===== src/hdl/frame_deframer_crc_check_unit_defines.svh =====
// ----------------------------------------------------------------------------
// Frame deframer assertion macros
// Shared concurrent assertion forms, clocked on aclk and disabled in reset.
// ----------------------------------------------------------------------------
`ifndef FRAME_DEFRAMER_CRC_CHECK_UNIT_DEFINES_SVH
`define FRAME_DEFRAMER_CRC_CHECK_UNIT_DEFINES_SVH

// Same-cycle implication, checked on every rising clock edge out of reset.
`define FDC_ASSERT_IMPLIES(label, ante, cons, msg) \
    label: assert property (@(posedge aclk) disable iff (!aresetn) \
        (ante) |-> (cons)) else $error(msg);

// Next-cycle implication, checked on every rising clock edge out of reset.
`define FDC_ASSERT_NEXT(label, ante, cons, msg) \
    label: assert property (@(posedge aclk) disable iff (!aresetn) \
        (ante) |=> (cons)) else $error(msg);

`endif


===== src/hdl/fdc_pkg.sv =====
// ----------------------------------------------------------------------------
// Frame deframer package
// Types, codes and the byte-wise CRC-32 update shared by the deframer.
// ----------------------------------------------------------------------------
`default_nettype none

package fdc_pkg;

    // Default limit on the payload length in bytes.
    localparam int unsigned MAX_PAYLOAD_DEF = 65536;

    // Header layout: 20 bytes, the last one has index 19.
    localparam logic [4:0] HDR_LAST = 5'd19;

    // CRC-32 constants (reflected form).
    localparam logic [31:0] CRC_POLY = 32'hEDB88320;
    localparam logic [31:0] CRC_INIT = 32'hFFFFFFFF;

    // Configuration register indexes.
    localparam logic [1:0] CFG_MAGIC   = 2'd0;
    localparam logic [1:0] CFG_VERSION = 2'd1;
    localparam logic [1:0] CFG_MAX_LEN = 2'd2;

    // Frame status codes.
    typedef enum logic [2:0] {
        ST_OK          = 3'd0,
        ST_BAD_MAGIC   = 3'd1,
        ST_BAD_VERSION = 3'd2,
        ST_TOO_LARGE   = 3'd3,
        ST_BAD_CRC     = 3'd4
    } fdc_status_t;

    // Parser phase, one-hot.
    typedef enum logic [2:0] {
        PH_HEADER  = 3'b001,
        PH_PAYLOAD = 3'b010,
        PH_DEAD    = 3'b100
    } fdc_phase_t;

    // Configuration register contents.
    typedef struct packed {
        logic [31:0] expected_magic;
        logic [15:0] expected_version;
        logic [16:0] max_length;
    } fdc_cfg_t;

    // One result item.
    typedef struct packed {
        logic        has_byte;
        logic [7:0]  payload_byte;
        logic        end_of_frame;
        fdc_status_t status;
        logic [15:0] frame_type;
        logic [31:0] sequence_res;
        logic [16:0] frame_length;
    } fdc_result_t;

    // One byte of the reflected CRC-32, eight shift steps.
    function automatic logic [31:0] fdc_crc_byte(input logic [31:0] crc,
                                                 input logic [7:0]  data);
        logic [31:0] c;
        c = crc ^ {24'd0, data};
        for (int k = 0; k < 8; k++) begin
            c = c[0] ? (CRC_POLY ^ (c >> 1)) : (c >> 1);
        end
        return c;
    endfunction

endpackage

`default_nettype wire


===== src/hdl/frame_deframer_crc_check_unit.sv =====
// ----------------------------------------------------------------------------
// Frame deframer with CRC-32 check
// Parses a byte stream into length-prefixed frames with a 20-byte header.
// ----------------------------------------------------------------------------
// One stream byte is taken per cycle while s_ready is high; its result is
// registered for the next cycle. Header bytes give no result except
// the twentieth, which reports a failed check or an empty frame. Payload
// bytes are passed through, and the last one carries the frame status.
// The sustained rate is one byte per clock, set by the one-byte CRC update
// and the result register; s_ready drops only while a held result is not
// taken. A header check failure stops the parser until the next reset.
// Configuration writes are taken every cycle and must come while idle.
`default_nettype none

`include "frame_deframer_crc_check_unit_defines.svh"

module frame_deframer_crc_check_unit
    import fdc_pkg::*;
#(
    parameter int unsigned MAX_PAYLOAD = MAX_PAYLOAD_DEF
) (
    input  wire logic        aclk,
    input  wire logic        aresetn,
    input  wire logic        cfg_valid,
    output logic             cfg_ready,
    input  wire logic [1:0]  cfg_index,
    input  wire logic [31:0] cfg_data,
    input  wire logic        s_valid,
    output logic             s_ready,
    input  wire logic [7:0]  s_data_byte,
    output logic             m_valid,
    input  wire logic        m_ready,
    output logic             m_has_byte,
    output logic [7:0]       m_payload_byte,
    output logic             m_end_of_frame,
    output logic [2:0]       m_status,
    output logic [15:0]      m_frame_type,
    output logic [31:0]      m_sequence_res,
    output logic [16:0]      m_frame_length
);

    fdc_cfg_t    cfg;
    fdc_result_t res;
    fdc_result_t m_res;
    logic        res_valid;
    logic        in_fire;

    // Configuration writes are always taken.
    assign cfg_ready = 1'b1;
    assign in_fire   = s_valid && s_ready;

    fdc_cfg_regs u_cfg (
        .aclk      (aclk),
        .aresetn   (aresetn),
        .cfg_fire  (cfg_valid && cfg_ready),
        .cfg_index (cfg_index),
        .cfg_data  (cfg_data),
        .cfg       (cfg)
    );

    fdc_parser #(
        .MAX_PAYLOAD (MAX_PAYLOAD)
    ) u_parser (
        .aclk      (aclk),
        .aresetn   (aresetn),
        .in_fire   (in_fire),
        .data_byte (s_data_byte),
        .cfg       (cfg),
        .res_valid (res_valid),
        .res       (res)
    );

    fdc_out_reg u_out (
        .aclk      (aclk),
        .aresetn   (aresetn),
        .in_fire   (in_fire),
        .res_valid (res_valid),
        .res       (res),
        .m_ready   (m_ready),
        .m_valid   (m_valid),
        .m_res     (m_res),
        .s_ready   (s_ready)
    );

    // Result fields to ports.
    assign m_has_byte     = m_res.has_byte;
    assign m_payload_byte = m_res.payload_byte;
    assign m_end_of_frame = m_res.end_of_frame;
    assign m_status       = m_res.status;
    assign m_frame_type   = m_res.frame_type;
    assign m_sequence_res = m_res.sequence_res;
    assign m_frame_length = m_res.frame_length;

    // Every result carries a byte or closes a frame.
    `FDC_ASSERT_IMPLIES(a_res_nonempty, m_valid, m_has_byte || m_end_of_frame, "empty result")
    // A failed frame never reports a length.
    `FDC_ASSERT_IMPLIES(a_fail_no_len, m_valid && m_status != ST_OK, m_frame_length == '0, "length on failure")
    // The input is only held off by a waiting result.
    `FDC_ASSERT_IMPLIES(a_stall_cause, !s_ready, m_valid && !m_ready, "stall without pending result")
    // A result accepted with no new one behind it leaves the register empty.
    `FDC_ASSERT_NEXT(a_drain, m_valid && m_ready && !(s_valid && res_valid), !m_valid, "result repeated")

endmodule

`default_nettype wire


===== src/hdl/fdc_cfg_regs.sv =====
// ----------------------------------------------------------------------------
// Frame deframer configuration registers
// Holds the expected magic, expected version and length limit.
// ----------------------------------------------------------------------------
`default_nettype none

module fdc_cfg_regs
    import fdc_pkg::*;
(
    input  wire logic        aclk,
    input  wire logic        aresetn,
    input  wire logic        cfg_fire,
    input  wire logic [1:0]  cfg_index,
    input  wire logic [31:0] cfg_data,
    output fdc_cfg_t         cfg
);

    fdc_cfg_t cfg_reg;
    fdc_cfg_t cfg_next;

    // Decode the register index; unknown indexes are ignored.
    always_comb begin
        cfg_next = cfg_reg;
        if (cfg_fire) begin
            unique case (cfg_index)
                CFG_MAGIC:   cfg_next.expected_magic   = cfg_data;
                CFG_VERSION: cfg_next.expected_version = cfg_data[15:0];
                CFG_MAX_LEN: cfg_next.max_length       = cfg_data[16:0];
                default:     cfg_next = cfg_reg;
            endcase
        end
    end

    // Register update with reset values.
    always_ff @(posedge aclk) begin
        if (!aresetn) begin
            cfg_reg.expected_magic   <= '0;
            cfg_reg.expected_version <= '0;
            cfg_reg.max_length       <= 17'h10000;
        end else begin
            cfg_reg <= cfg_next;
        end
    end

    assign cfg = cfg_reg;

endmodule

`default_nettype wire


===== src/hdl/fdc_parser.sv =====
// ----------------------------------------------------------------------------
// Frame deframer parser
// Header capture, header checks, payload counting and CRC-32 per byte.
// ----------------------------------------------------------------------------
`default_nettype none

module fdc_parser
    import fdc_pkg::*;
#(
    parameter int unsigned MAX_PAYLOAD = MAX_PAYLOAD_DEF
) (
    input  wire logic       aclk,
    input  wire logic       aresetn,
    input  wire logic       in_fire,
    input  wire logic [7:0] data_byte,
    input  wire fdc_cfg_t   cfg,
    output logic            res_valid,
    output fdc_result_t     res
);

    localparam int unsigned    PLW     = $clog2(MAX_PAYLOAD + 1);
    localparam logic [31:0]    MAX_LEN = 32'(MAX_PAYLOAD);
    localparam logic [PLW-1:0] ONE     = PLW'(1);

    fdc_phase_t     phase_reg, phase_next;
    logic [4:0]     header_count_reg, header_count_next;
    logic [31:0]    magic_reg, magic_next;
    logic [15:0]    version_reg, version_next;
    logic [15:0]    type_reg, type_next;
    logic [31:0]    seq_reg, seq_next;
    logic [31:0]    length_reg, length_next;
    logic [31:0]    crc_seen_reg, crc_seen_next;
    logic [PLW-1:0] payload_left_reg, payload_left_next;
    logic [31:0]    running_crc_reg, running_crc_next;
    logic [31:0]    crc_calc;

    // CRC of the running value with the current byte.
    assign crc_calc = fdc_crc_byte(running_crc_reg, data_byte);

    // Next state and result for the accepted byte.
    always_comb begin
        phase_next        = phase_reg;
        header_count_next = header_count_reg;
        magic_next        = magic_reg;
        version_next      = version_reg;
        type_next         = type_reg;
        seq_next          = seq_reg;
        length_next       = length_reg;
        crc_seen_next     = crc_seen_reg;
        payload_left_next = payload_left_reg;
        running_crc_next  = running_crc_reg;
        res_valid         = 1'b0;
        res               = '0;
        res.status        = ST_OK;

        if (in_fire) begin
            unique case (phase_reg)
                PH_HEADER: begin
                    // Store the byte at its little-endian place in its field.
                    priority if (header_count_reg < 5'd4) begin
                        magic_next[header_count_reg[1:0]*8 +: 8] = data_byte;
                    end else if (header_count_reg < 5'd6) begin
                        version_next[header_count_reg[0]*8 +: 8] = data_byte;
                    end else if (header_count_reg < 5'd8) begin
                        type_next[header_count_reg[0]*8 +: 8] = data_byte;
                    end else if (header_count_reg < 5'd12) begin
                        seq_next[header_count_reg[1:0]*8 +: 8] = data_byte;
                    end else if (header_count_reg < 5'd16) begin
                        length_next[header_count_reg[1:0]*8 +: 8] = data_byte;
                    end else begin
                        crc_seen_next[header_count_reg[1:0]*8 +: 8] = data_byte;
                    end

                    if (header_count_reg != HDR_LAST) begin
                        header_count_next = header_count_reg + 5'd1;
                    end else begin
                        // Last header byte: run the checks in order.
                        header_count_next = '0;
                        res.frame_type    = type_reg;
                        res.sequence_res  = seq_reg;
                        priority if (magic_reg != cfg.expected_magic) begin
                            phase_next       = PH_DEAD;
                            res_valid        = 1'b1;
                            res.end_of_frame = 1'b1;
                            res.status       = ST_BAD_MAGIC;
                        end else if (version_reg != cfg.expected_version) begin
                            phase_next       = PH_DEAD;
                            res_valid        = 1'b1;
                            res.end_of_frame = 1'b1;
                            res.status       = ST_BAD_VERSION;
                        end else if (length_reg > MAX_LEN ||
                                     length_reg > {15'd0, cfg.max_length}) begin
                            phase_next       = PH_DEAD;
                            res_valid        = 1'b1;
                            res.end_of_frame = 1'b1;
                            res.status       = ST_TOO_LARGE;
                        end else if (length_reg == '0) begin
                            // Empty frame ends here without a CRC check.
                            res_valid        = 1'b1;
                            res.end_of_frame = 1'b1;
                            res.status       = ST_OK;
                        end else begin
                            payload_left_next = length_reg[PLW-1:0];
                            running_crc_next  = CRC_INIT;
                            phase_next        = PH_PAYLOAD;
                        end
                        if (!res_valid) begin
                            res.frame_type   = '0;
                            res.sequence_res = '0;
                        end
                    end
                end

                PH_PAYLOAD: begin
                    // Pass the byte through and update the CRC.
                    running_crc_next = crc_calc;
                    res_valid        = 1'b1;
                    res.has_byte     = 1'b1;
                    res.payload_byte = data_byte;
                    if (payload_left_reg > ONE) begin
                        payload_left_next = payload_left_reg - ONE;
                    end else begin
                        // Last payload byte closes the frame.
                        payload_left_next = '0;
                        phase_next        = PH_HEADER;
                        running_crc_next  = CRC_INIT;
                        res.end_of_frame  = 1'b1;
                        res.frame_type    = type_reg;
                        res.sequence_res  = seq_reg;
                        if ((crc_calc ^ CRC_INIT) == crc_seen_reg) begin
                            res.status       = ST_OK;
                            res.frame_length = length_reg[16:0];
                        end else begin
                            res.status = ST_BAD_CRC;
                        end
                    end
                end

                PH_DEAD: begin
                    // Bytes are dropped until reset.
                    phase_next = PH_DEAD;
                end

                default: begin
                    phase_next = PH_HEADER;
                end
            endcase
        end
    end

    // Control state takes reset; header fields are written before use.
    always_ff @(posedge aclk) begin
        if (!aresetn) begin
            phase_reg        <= PH_HEADER;
            header_count_reg <= '0;
            payload_left_reg <= '0;
            running_crc_reg  <= CRC_INIT;
        end else begin
            phase_reg        <= phase_next;
            header_count_reg <= header_count_next;
            payload_left_reg <= payload_left_next;
            running_crc_reg  <= running_crc_next;
        end
    end

    always_ff @(posedge aclk) begin
        magic_reg    <= magic_next;
        version_reg  <= version_next;
        type_reg     <= type_next;
        seq_reg      <= seq_next;
        length_reg   <= length_next;
        crc_seen_reg <= crc_seen_next;
    end

endmodule

`default_nettype wire


===== src/hdl/fdc_out_reg.sv =====
// ----------------------------------------------------------------------------
// Frame deframer result register
// Holds one result transaction and gives back-pressure to the input side.
// ----------------------------------------------------------------------------
`default_nettype none

module fdc_out_reg
    import fdc_pkg::*;
(
    input  wire logic        aclk,
    input  wire logic        aresetn,
    input  wire logic        in_fire,
    input  wire logic        res_valid,
    input  wire fdc_result_t res,
    input  wire logic        m_ready,
    output logic             m_valid,
    output fdc_result_t      m_res,
    output logic             s_ready
);

    logic        valid_reg;
    logic        valid_next;
    fdc_result_t data_reg;

    // A new byte may enter when the register is empty or is being drained.
    assign s_ready = !valid_reg || m_ready;

    // Valid flag: set by a new result, cleared when taken.
    always_comb begin
        valid_next = valid_reg;
        if (in_fire && res_valid) begin
            valid_next = 1'b1;
        end else if (m_ready) begin
            valid_next = 1'b0;
        end
    end

    always_ff @(posedge aclk) begin
        if (!aresetn) begin
            valid_reg <= 1'b0;
        end else begin
            valid_reg <= valid_next;
        end
    end

    // Result payload is loaded only with a new result.
    always_ff @(posedge aclk) begin
        if (in_fire && res_valid) begin
            data_reg <= res;
        end
    end

    assign m_valid = valid_reg;
    assign m_res   = data_reg;

endmodule

`default_nettype wire


===== config.mk =====
export PLATFORM = sky130hd
export DESIGN_NAME = frame_deframer_crc_check_unit
export DESIGN_NICKNAME = d
export VERILOG_FILES = /design/src/hdl/fdc_pkg.sv /design/src/hdl/frame_deframer_crc_check_unit.sv /design/src/hdl/fdc_cfg_regs.sv /design/src/hdl/fdc_parser.sv /design/src/hdl/fdc_out_reg.sv
export VERILOG_INCLUDE_DIRS = /design/src /design/src/hdl
export SDC_FILE = /design/constraint.sdc
export NUM_CORES = 1
export LEC_CHECK = 0
export BUFFER_PORTS_ARGS = -buffer_cell sky130_fd_sc_hd__buf_2
export CORE_UTILIZATION = 60
export CTS_CLUSTER_DIAMETER = 60
export CTS_CLUSTER_SIZE = 25
export DETAILED_ROUTE_END_ITERATION = 10
export PLACE_DENSITY = 0.8
export SYNTH_ARGS = -nofsm -noshare
export SYNTH_HDL_FRONTEND = slang
export SYNTH_SLANG_ARGS = --single-unit

===== constraint.sdc =====
create_clock -name aclk -period 4.5 [get_ports aclk]
set_input_delay 0.225 -clock aclk [delete_from_list [all_inputs] [get_ports aclk]]
set_output_delay 0.225 -clock aclk [all_outputs]
set_load 0.02 [all_outputs]

==> impl_metrics.yaml, run 1 <==
synthesis:
  syn-instance-count: 1346
  synth.area.top_cells: "edfxtp_1, dfxtp_1, xnor2_1"
  ys_seq_area_share_pct: 61.3
  synth_commonest_cells: "edfxtp_1, nand2_1, dfxtp_1, nor2_1, xnor2_1"
  synth_area_sq_um: 15700
  postSynthNetCount: 1416
  yosysMostFrequentCell: "edfxtp_1"
  yosysWarnings: 0
  async_flop_share_pct: 0
  yosysTopAreaCell: "edfxtp_1"
  yosys_register_bits: 361
  ys_types: 62
  synth.top_cell.area_share_pct: 45.6
  synth_edf_count: 238
  synth.avg_cell_area_sq_um: 11.6
  synth-main-ff-cell: "edfxtp_1"
flow_run:
  maxCapViolCount: 0
grt:
  grt_pass1_vias: 10400
  antenna_found_initial: 0
  overflow: 0
  grt_pass1_wl_um: 59900
  grt_max_degree: 79
  grt_usage_pct: 30.1
finish:
  drive_gt1_share_pct: 14.2
  antenna-diode-count: 0
  finalNetCount: 1549
  largest_reg_flops: 78
  syn_to_final_growth_pct: 12.8
  finalInstanceArea_sq_um: 17700
critical_path:
  cp-start-kind: "register"
  critPathCaptureType: "register"
  worstPathArrival_ns: 3.91
  reg2reg_depth: 8
  cp.required_ns: 4.90
  reg2reg_slack_ns: 0.99
  worstPathMaxFanout: 16
  crit_type: "reg -> reg"
routing:
  drtPass1Iterations: 6
  drtAntennaViolNets: 0
  routed_wl_um: 39700
  drt_iter0_markers: 1090
  avgViaCountPerCell: 5.95
  drc: 0
  vias: 10900
  wl_per_cell_um: 21.7
timing:
  rsz0062_at_grt: "false"
  fin_crit_sh_pct: 77.9
  setup_viol: 0
  fin_tns_setup_ns: 0
  hold_violations: 0
  slew_headroom_pct: 24.8
  max_freq_mhz: 285
  finClkSkew_ns: 0.0372
  tightest_slew_ns: 1.13
  slew_viol_final: 0
  period_needed_ns: 3.51
floorplan:
  pin_count: 128
  core_sq_um: 25400
  start_util_pct: 61.7
  die_y_um: 164
  die_w_um: 164
  die-area_sq_um: 26800
  num_rows: 58
power:
  power.density_nw_per_um2: 379
  ir_worst_vdd_mv: 0.290
  p_leak_nw: 6.30
placement:
  io_buffers: 126
  dpl_cell_area_sq_um: 16600
  gp_congestion: 0.945
  dp_hpwl_um: 27500
cts:
  post_cts_buffers: 0
  cts_sinks: 361
  cts_max_level: 1
  clockBufferDepth: 3
  cts.reportedPaths.clkPinSlew_ns: 0.08
  cts_buffers: 23
  clock_latency_ns: 0.56
  root_buffer: "clkbuf_16"
  cts_tree: "yes"
status:
  status: "completed"
worst_hold_path:
  worstHoldPathCells: 2
  hold_class: "in -> reg"
[final cells by class]
| cell class | instances | area, sq um |
|---|---|---|
| Clock buffer | 28 | 616 |
| Tap cell | 330 | 413 |
| Multi-Input combinational cell | 872 | 5640 |
| Sequential cell | 361 | 9610 |
| Inverter | 48 | 180 |
| Clock inverter | 14 | 140 |
| Fill cell | 1767 | 7730 |
| Timing Repair Buffer | 173 | 1080 |
[per-stage QoR]
step	worst slack (ns)	hold WS, ns	util (%)	std cells	total power [mW]
2_1_floorplan	0.560	0.361	-	1346	4.25
3_3_place_gp	1.08	0.446	65.3	1752	4.49
3_5_place_dp	0.998	0.450	65.3	1752	4.51
4_1_cts	1.00	0.0592	69.6	1826	6.68
5_1_grt	0.779	0.0732	69.6	1826	6.87
6_report	0.994	0.0612	69.6	1826	6.70
[critical path, stage by stage (launching register included)]
cell       delay, ns
dfxtp_1         0.34
xnor2_2         0.47
xor3_2          0.50
xnor2_1         0.17
or4_4           0.53
a2111oi_4       0.39
o2111ai_2       0.27
nor3_4          0.49
and2_1          0.20
[power breakdown]
| part | switching, mW | total, mW | internal (mW) |
|---|---|---|---|
| Clock | 1.18 | 2.21 | 1.03 |
| Sequential | 0.0492 | 3.69 | 3.64 |
| Combinational | 0.535 | 0.797 | 0.262 |
| Total | 1.77 | 6.70 | 4.93 |
[per-layer routing]
layer | wire, um | vias to the layer above | global-route usage [%]
met5 | 0 | - | 0
met3 | 3500 | 113 | 4.27
met4 | 1760 | 0 | 12.4
met1 | 15800 | 5232 | 41.0
met2 | 18700 | 591 | 48.6
li1 | - | 4930 | -
[cell usage in the layout, fill, tap and decap left out, types with 12 or more instances in the layout]
master,synthesis,routed
ha_1,23,23
nor2b_1,51,51
dfxtp_1,123,123
nor2_1,101,100
o21ai_0,43,43
and2_1,30,29
clkbuf_16,0,24
a21oi_1,84,84
buf_2,1,126
nand4_1,20,20
buf_4,1,14
and3_1,42,42
nand3_1,13,13
nand2_1,173,172
xnor2_1,93,93
a211oi_1,12,12
xor2_1,50,50
dlygate4sd3_1,0,32
edfxtp_1,238,238
nor4_1,17,17
inv_1,48,47
nor3_1,19,19
[cells by family after synthesis]
| family | Yosys count | synth area share [%] |
|---|---|---|
| other | 1 | 0.0239 |
| multiplexers | 3 | 0.192 |
| AND/OR/NAND/NOR | 496 | 15.5 |
| adder cells (fa/ha/maj) | 23 | 1.84 |
| XOR/XNOR | 166 | 11.2 |
| buffers and inverters | 113 | 2.79 |
| flip-flops | 361 | 61.3 |
| AO/OA/AOI/OAI | 183 | 7.11 |
[path summary, 6_finish.rpt]
kind,from,endpoint
worst min register to register,u_cfg.cfg[5]$_SDFFE_PN0P_,u_cfg.cfg[5]$_SDFFE_PN0P_
worst min-delay path,s_data_byte[7],u_out.m_res[76]$_SDFFCE_PN0P_
worst max register to register,u_parser.running_crc_reg[3]$_SDFFE_PN1P_,u_out.m_res[16]$_SDFFCE_PP0P_
worst max-delay path,u_parser.running_crc_reg[3]$_SDFFE_PN1P_,u_out.m_res[16]$_SDFFCE_PP0P_
[timing repair]
action	CTS	global route
resized for setup	0	0
hold endpoints to repair	64	0
hold buffers	32	0
Power figures use the tool's default switching activity.
==> run 2: changes to the inputs <==
==> constraint.sdc (replaced) <==
create_clock -name aclk -period 3.41 [get_ports aclk]
set_input_delay 0.1705 -clock aclk [delete_from_list [all_inputs] [get_ports aclk]]
set_output_delay 0.1705 -clock aclk [all_outputs]
set_load 0.02 [all_outputs]
==> run 2 against run 1 <==
Global-route usage rose by 0.79 points. Routed wire length grew 2.9%. Sequential power grew 32%. Via count grew 1.3%. Largest cell class unchanged. Largest power group unchanged.
==> impl_metrics.yaml, run 2 (synthesis gave the netlist of run 1 again) <==
floorplan:
  die_w_um: 164
  start_util_pct: 61.7
  pin_count: 128
  die_y_um: 164
  num_rows: 58
  die-area_sq_um: 26800
  core_sq_um: 25400
cts:
  cts_sinks: 361
  cts_max_level: 1
  post_cts_buffers: 0
  cts_buffers: 23
  clockBufferDepth: 3
  clock_latency_ns: 0.56
  root_buffer: "clkbuf_16"
  cts.reportedPaths.clkPinSlew_ns: 0.09
  cts_tree: "yes"
placement:
  place_worst_setup_slack_ns: 0.119
  io_buffers: 126
  gp_congestion: 0.940
  dp_hpwl_um: 28500
  placedCellCount: 1768
flow_run:
  maxCapViolCount: 0
finish:
  drive_gt1_share_pct: 15.4
  fillers: 1755
  largest_reg_flops: 78
  multi_input_area_sq_um: 5640
  finalNetCount: 1566
  antenna-diode-count: 0
  syn_to_final_growth_pct: 13.7
  layout.area.seq_sq_um: 9610
  mostFrequentLayoutCells: "edfxtp_1, nand2_1, buf_2, dfxtp_1, nor2_1"
  final_common_cell: "edfxtp_1"
  stdcell_count: 1843
  utilization_pct: 70.2
timing:
  fin_tns_setup_ns: 0
  hold_violations: 0
  max_freq_mhz: 304
  rsz0062_at_grt: "false"
  finClkSkew_ns: 0.0305
  worst_slack_ns: 0.119
  fin_hold_ws_ns: 0.0248
  tightest_slew_ns: 1.10
  setup_viol: 0
  period_needed_ns: 3.29
  slew_headroom_pct: 26.8
  fin_crit_sh_pct: 96.5
  slew_viol_final: 0
routing:
  met1_length_um: 15900
  avgViaCountPerCell: 5.97
  wl_met3_um: 3760
  routed_wl_um: 40800
  drtPass1Iterations: 5
  wl_met2_um: 19600
  vias: 11000
  drc: 0
  top_layer_used: "met4"
  drtAntennaViolNets: 0
  drt_iter0_markers: 1380
  wl_per_cell_um: 22.2
power:
  p_sw_mw: 2.40
  p_leak_nw: 6.40
  power.internal_mw: 6.50
  power_frac_seq_pct: 54.7
  ir_worst_vdd_mv: 0.423
  swShare_pct: 27.0
  clockPowerShare_pct: 33.3
  power.density_nw_per_um2: 500
  pwr-share-comb_pct: 12.0
grt:
  grt_max_degree: 58
  overflow: 0
  grt_pass1_wl_um: 61000
  grt_pass1_vias: 10500
  grt_usage_pct: 30.9
  antenna_found_initial: 0
critical_path:
  slowest_delay_ns: 0.51
  crit_chain: "xnor2_4, xnor3_1, xnor2_1, or3_1, a2111o_1, or4_4, nor3_4, buf_4, and2_1"
  critPathCaptureType: "register"
  cp.required_ns: 3.84
  worstPathMaxFanout: 16
  crit_type: "reg -> reg"
  cp-start-kind: "register"
  worstPathArrival_ns: 3.72
  cp_slowest_cell: "or4_4"
status:
  status: "completed"
worst_hold_path:
  hold_class: "in -> reg"
==> run 2: cell types whose count changed in the layout (fill, tap and decap cells not counted), sizes merged <==
cell and change:
clkinvlp +1, dlygate4sd3 +1, inv +5, clkbuf -4, buf +16, clkinv -2
==> run 2: metrics by stage <==
step / instance area [sq um] / total power, mW
after floorplan: 15700 / 5.60
after global placement: 16700 / 5.94
after detailed placement: 16700 / 5.97
after CTS: 17800 / 8.88
after global routing: 17800 / 9.14
final: 17800 / 8.90
==> run 2: metal layers <==
layer,vias to the layer above,global-route usage (%)
met3,97,4.37
met1,5317,41.3
met2,618,51.0
met4,0,12.0
li1,4970,-
met5,-,0
==> run 2: layout make-up <==
cell class                      count  share of cell area, %
Clock inverter                     18                   1.01
Clock buffer                       24                   3.25
Timing Repair Buffer              190                   6.84
Sequential cell                   361                   53.9
Tap cell                          330                   2.32
Multi-Input combinational cell    872                   31.6
Inverter                           48                   1.01
==> run 2: final timing paths <==
kind,start,end,slack [ns],depth (start not counted)
setup / recovery,u_parser.running_crc_reg[6]$_SDFFE_PN1P_,u_out.m_res[7]$_SDFFCE_PP0P_,0.12,9
hold reg to reg,u_cfg.cfg[4]$_SDFFE_PN0P_,u_cfg.cfg[4]$_SDFFE_PN0P_,0.47,2
setup reg to reg,u_parser.running_crc_reg[6]$_SDFFE_PN1P_,u_out.m_res[7]$_SDFFCE_PP0P_,0.12,9
hold / removal,s_data_byte[4],u_out.m_res[73]$_SDFFCE_PN0P_,0.02,2
==> run 2: worst max-delay path: cells and delay by family, from the launching register on <==
kind | cells | cell delay, ns
simple gates | 4 | 1.13
xor+xnor | 3 | 1.02
compound gates | 1 | 0.42
flops | 1 | 0.38
buf+inv | 1 | 0.22
==> run 2: power groups by stage <==
stage                     clock network, mW  logic [mW]  registers (mW)
after floorplan                           0       0.645            4.96
after global placement                    0       0.978            4.96
after detailed placement                  0        1.01            4.96
after CTS                              2.98        1.04            4.86
after global routing                   3.13        1.13            4.87
final                                  2.97        1.07            4.87
==> run 2: what timing repair did <==
item	4_1_cts	5_1_grt
endpoints found under the hold margin	66	0
gates resized for setup	0	0
hold buffers	33	0
endpoints found under the setup margin	0	2
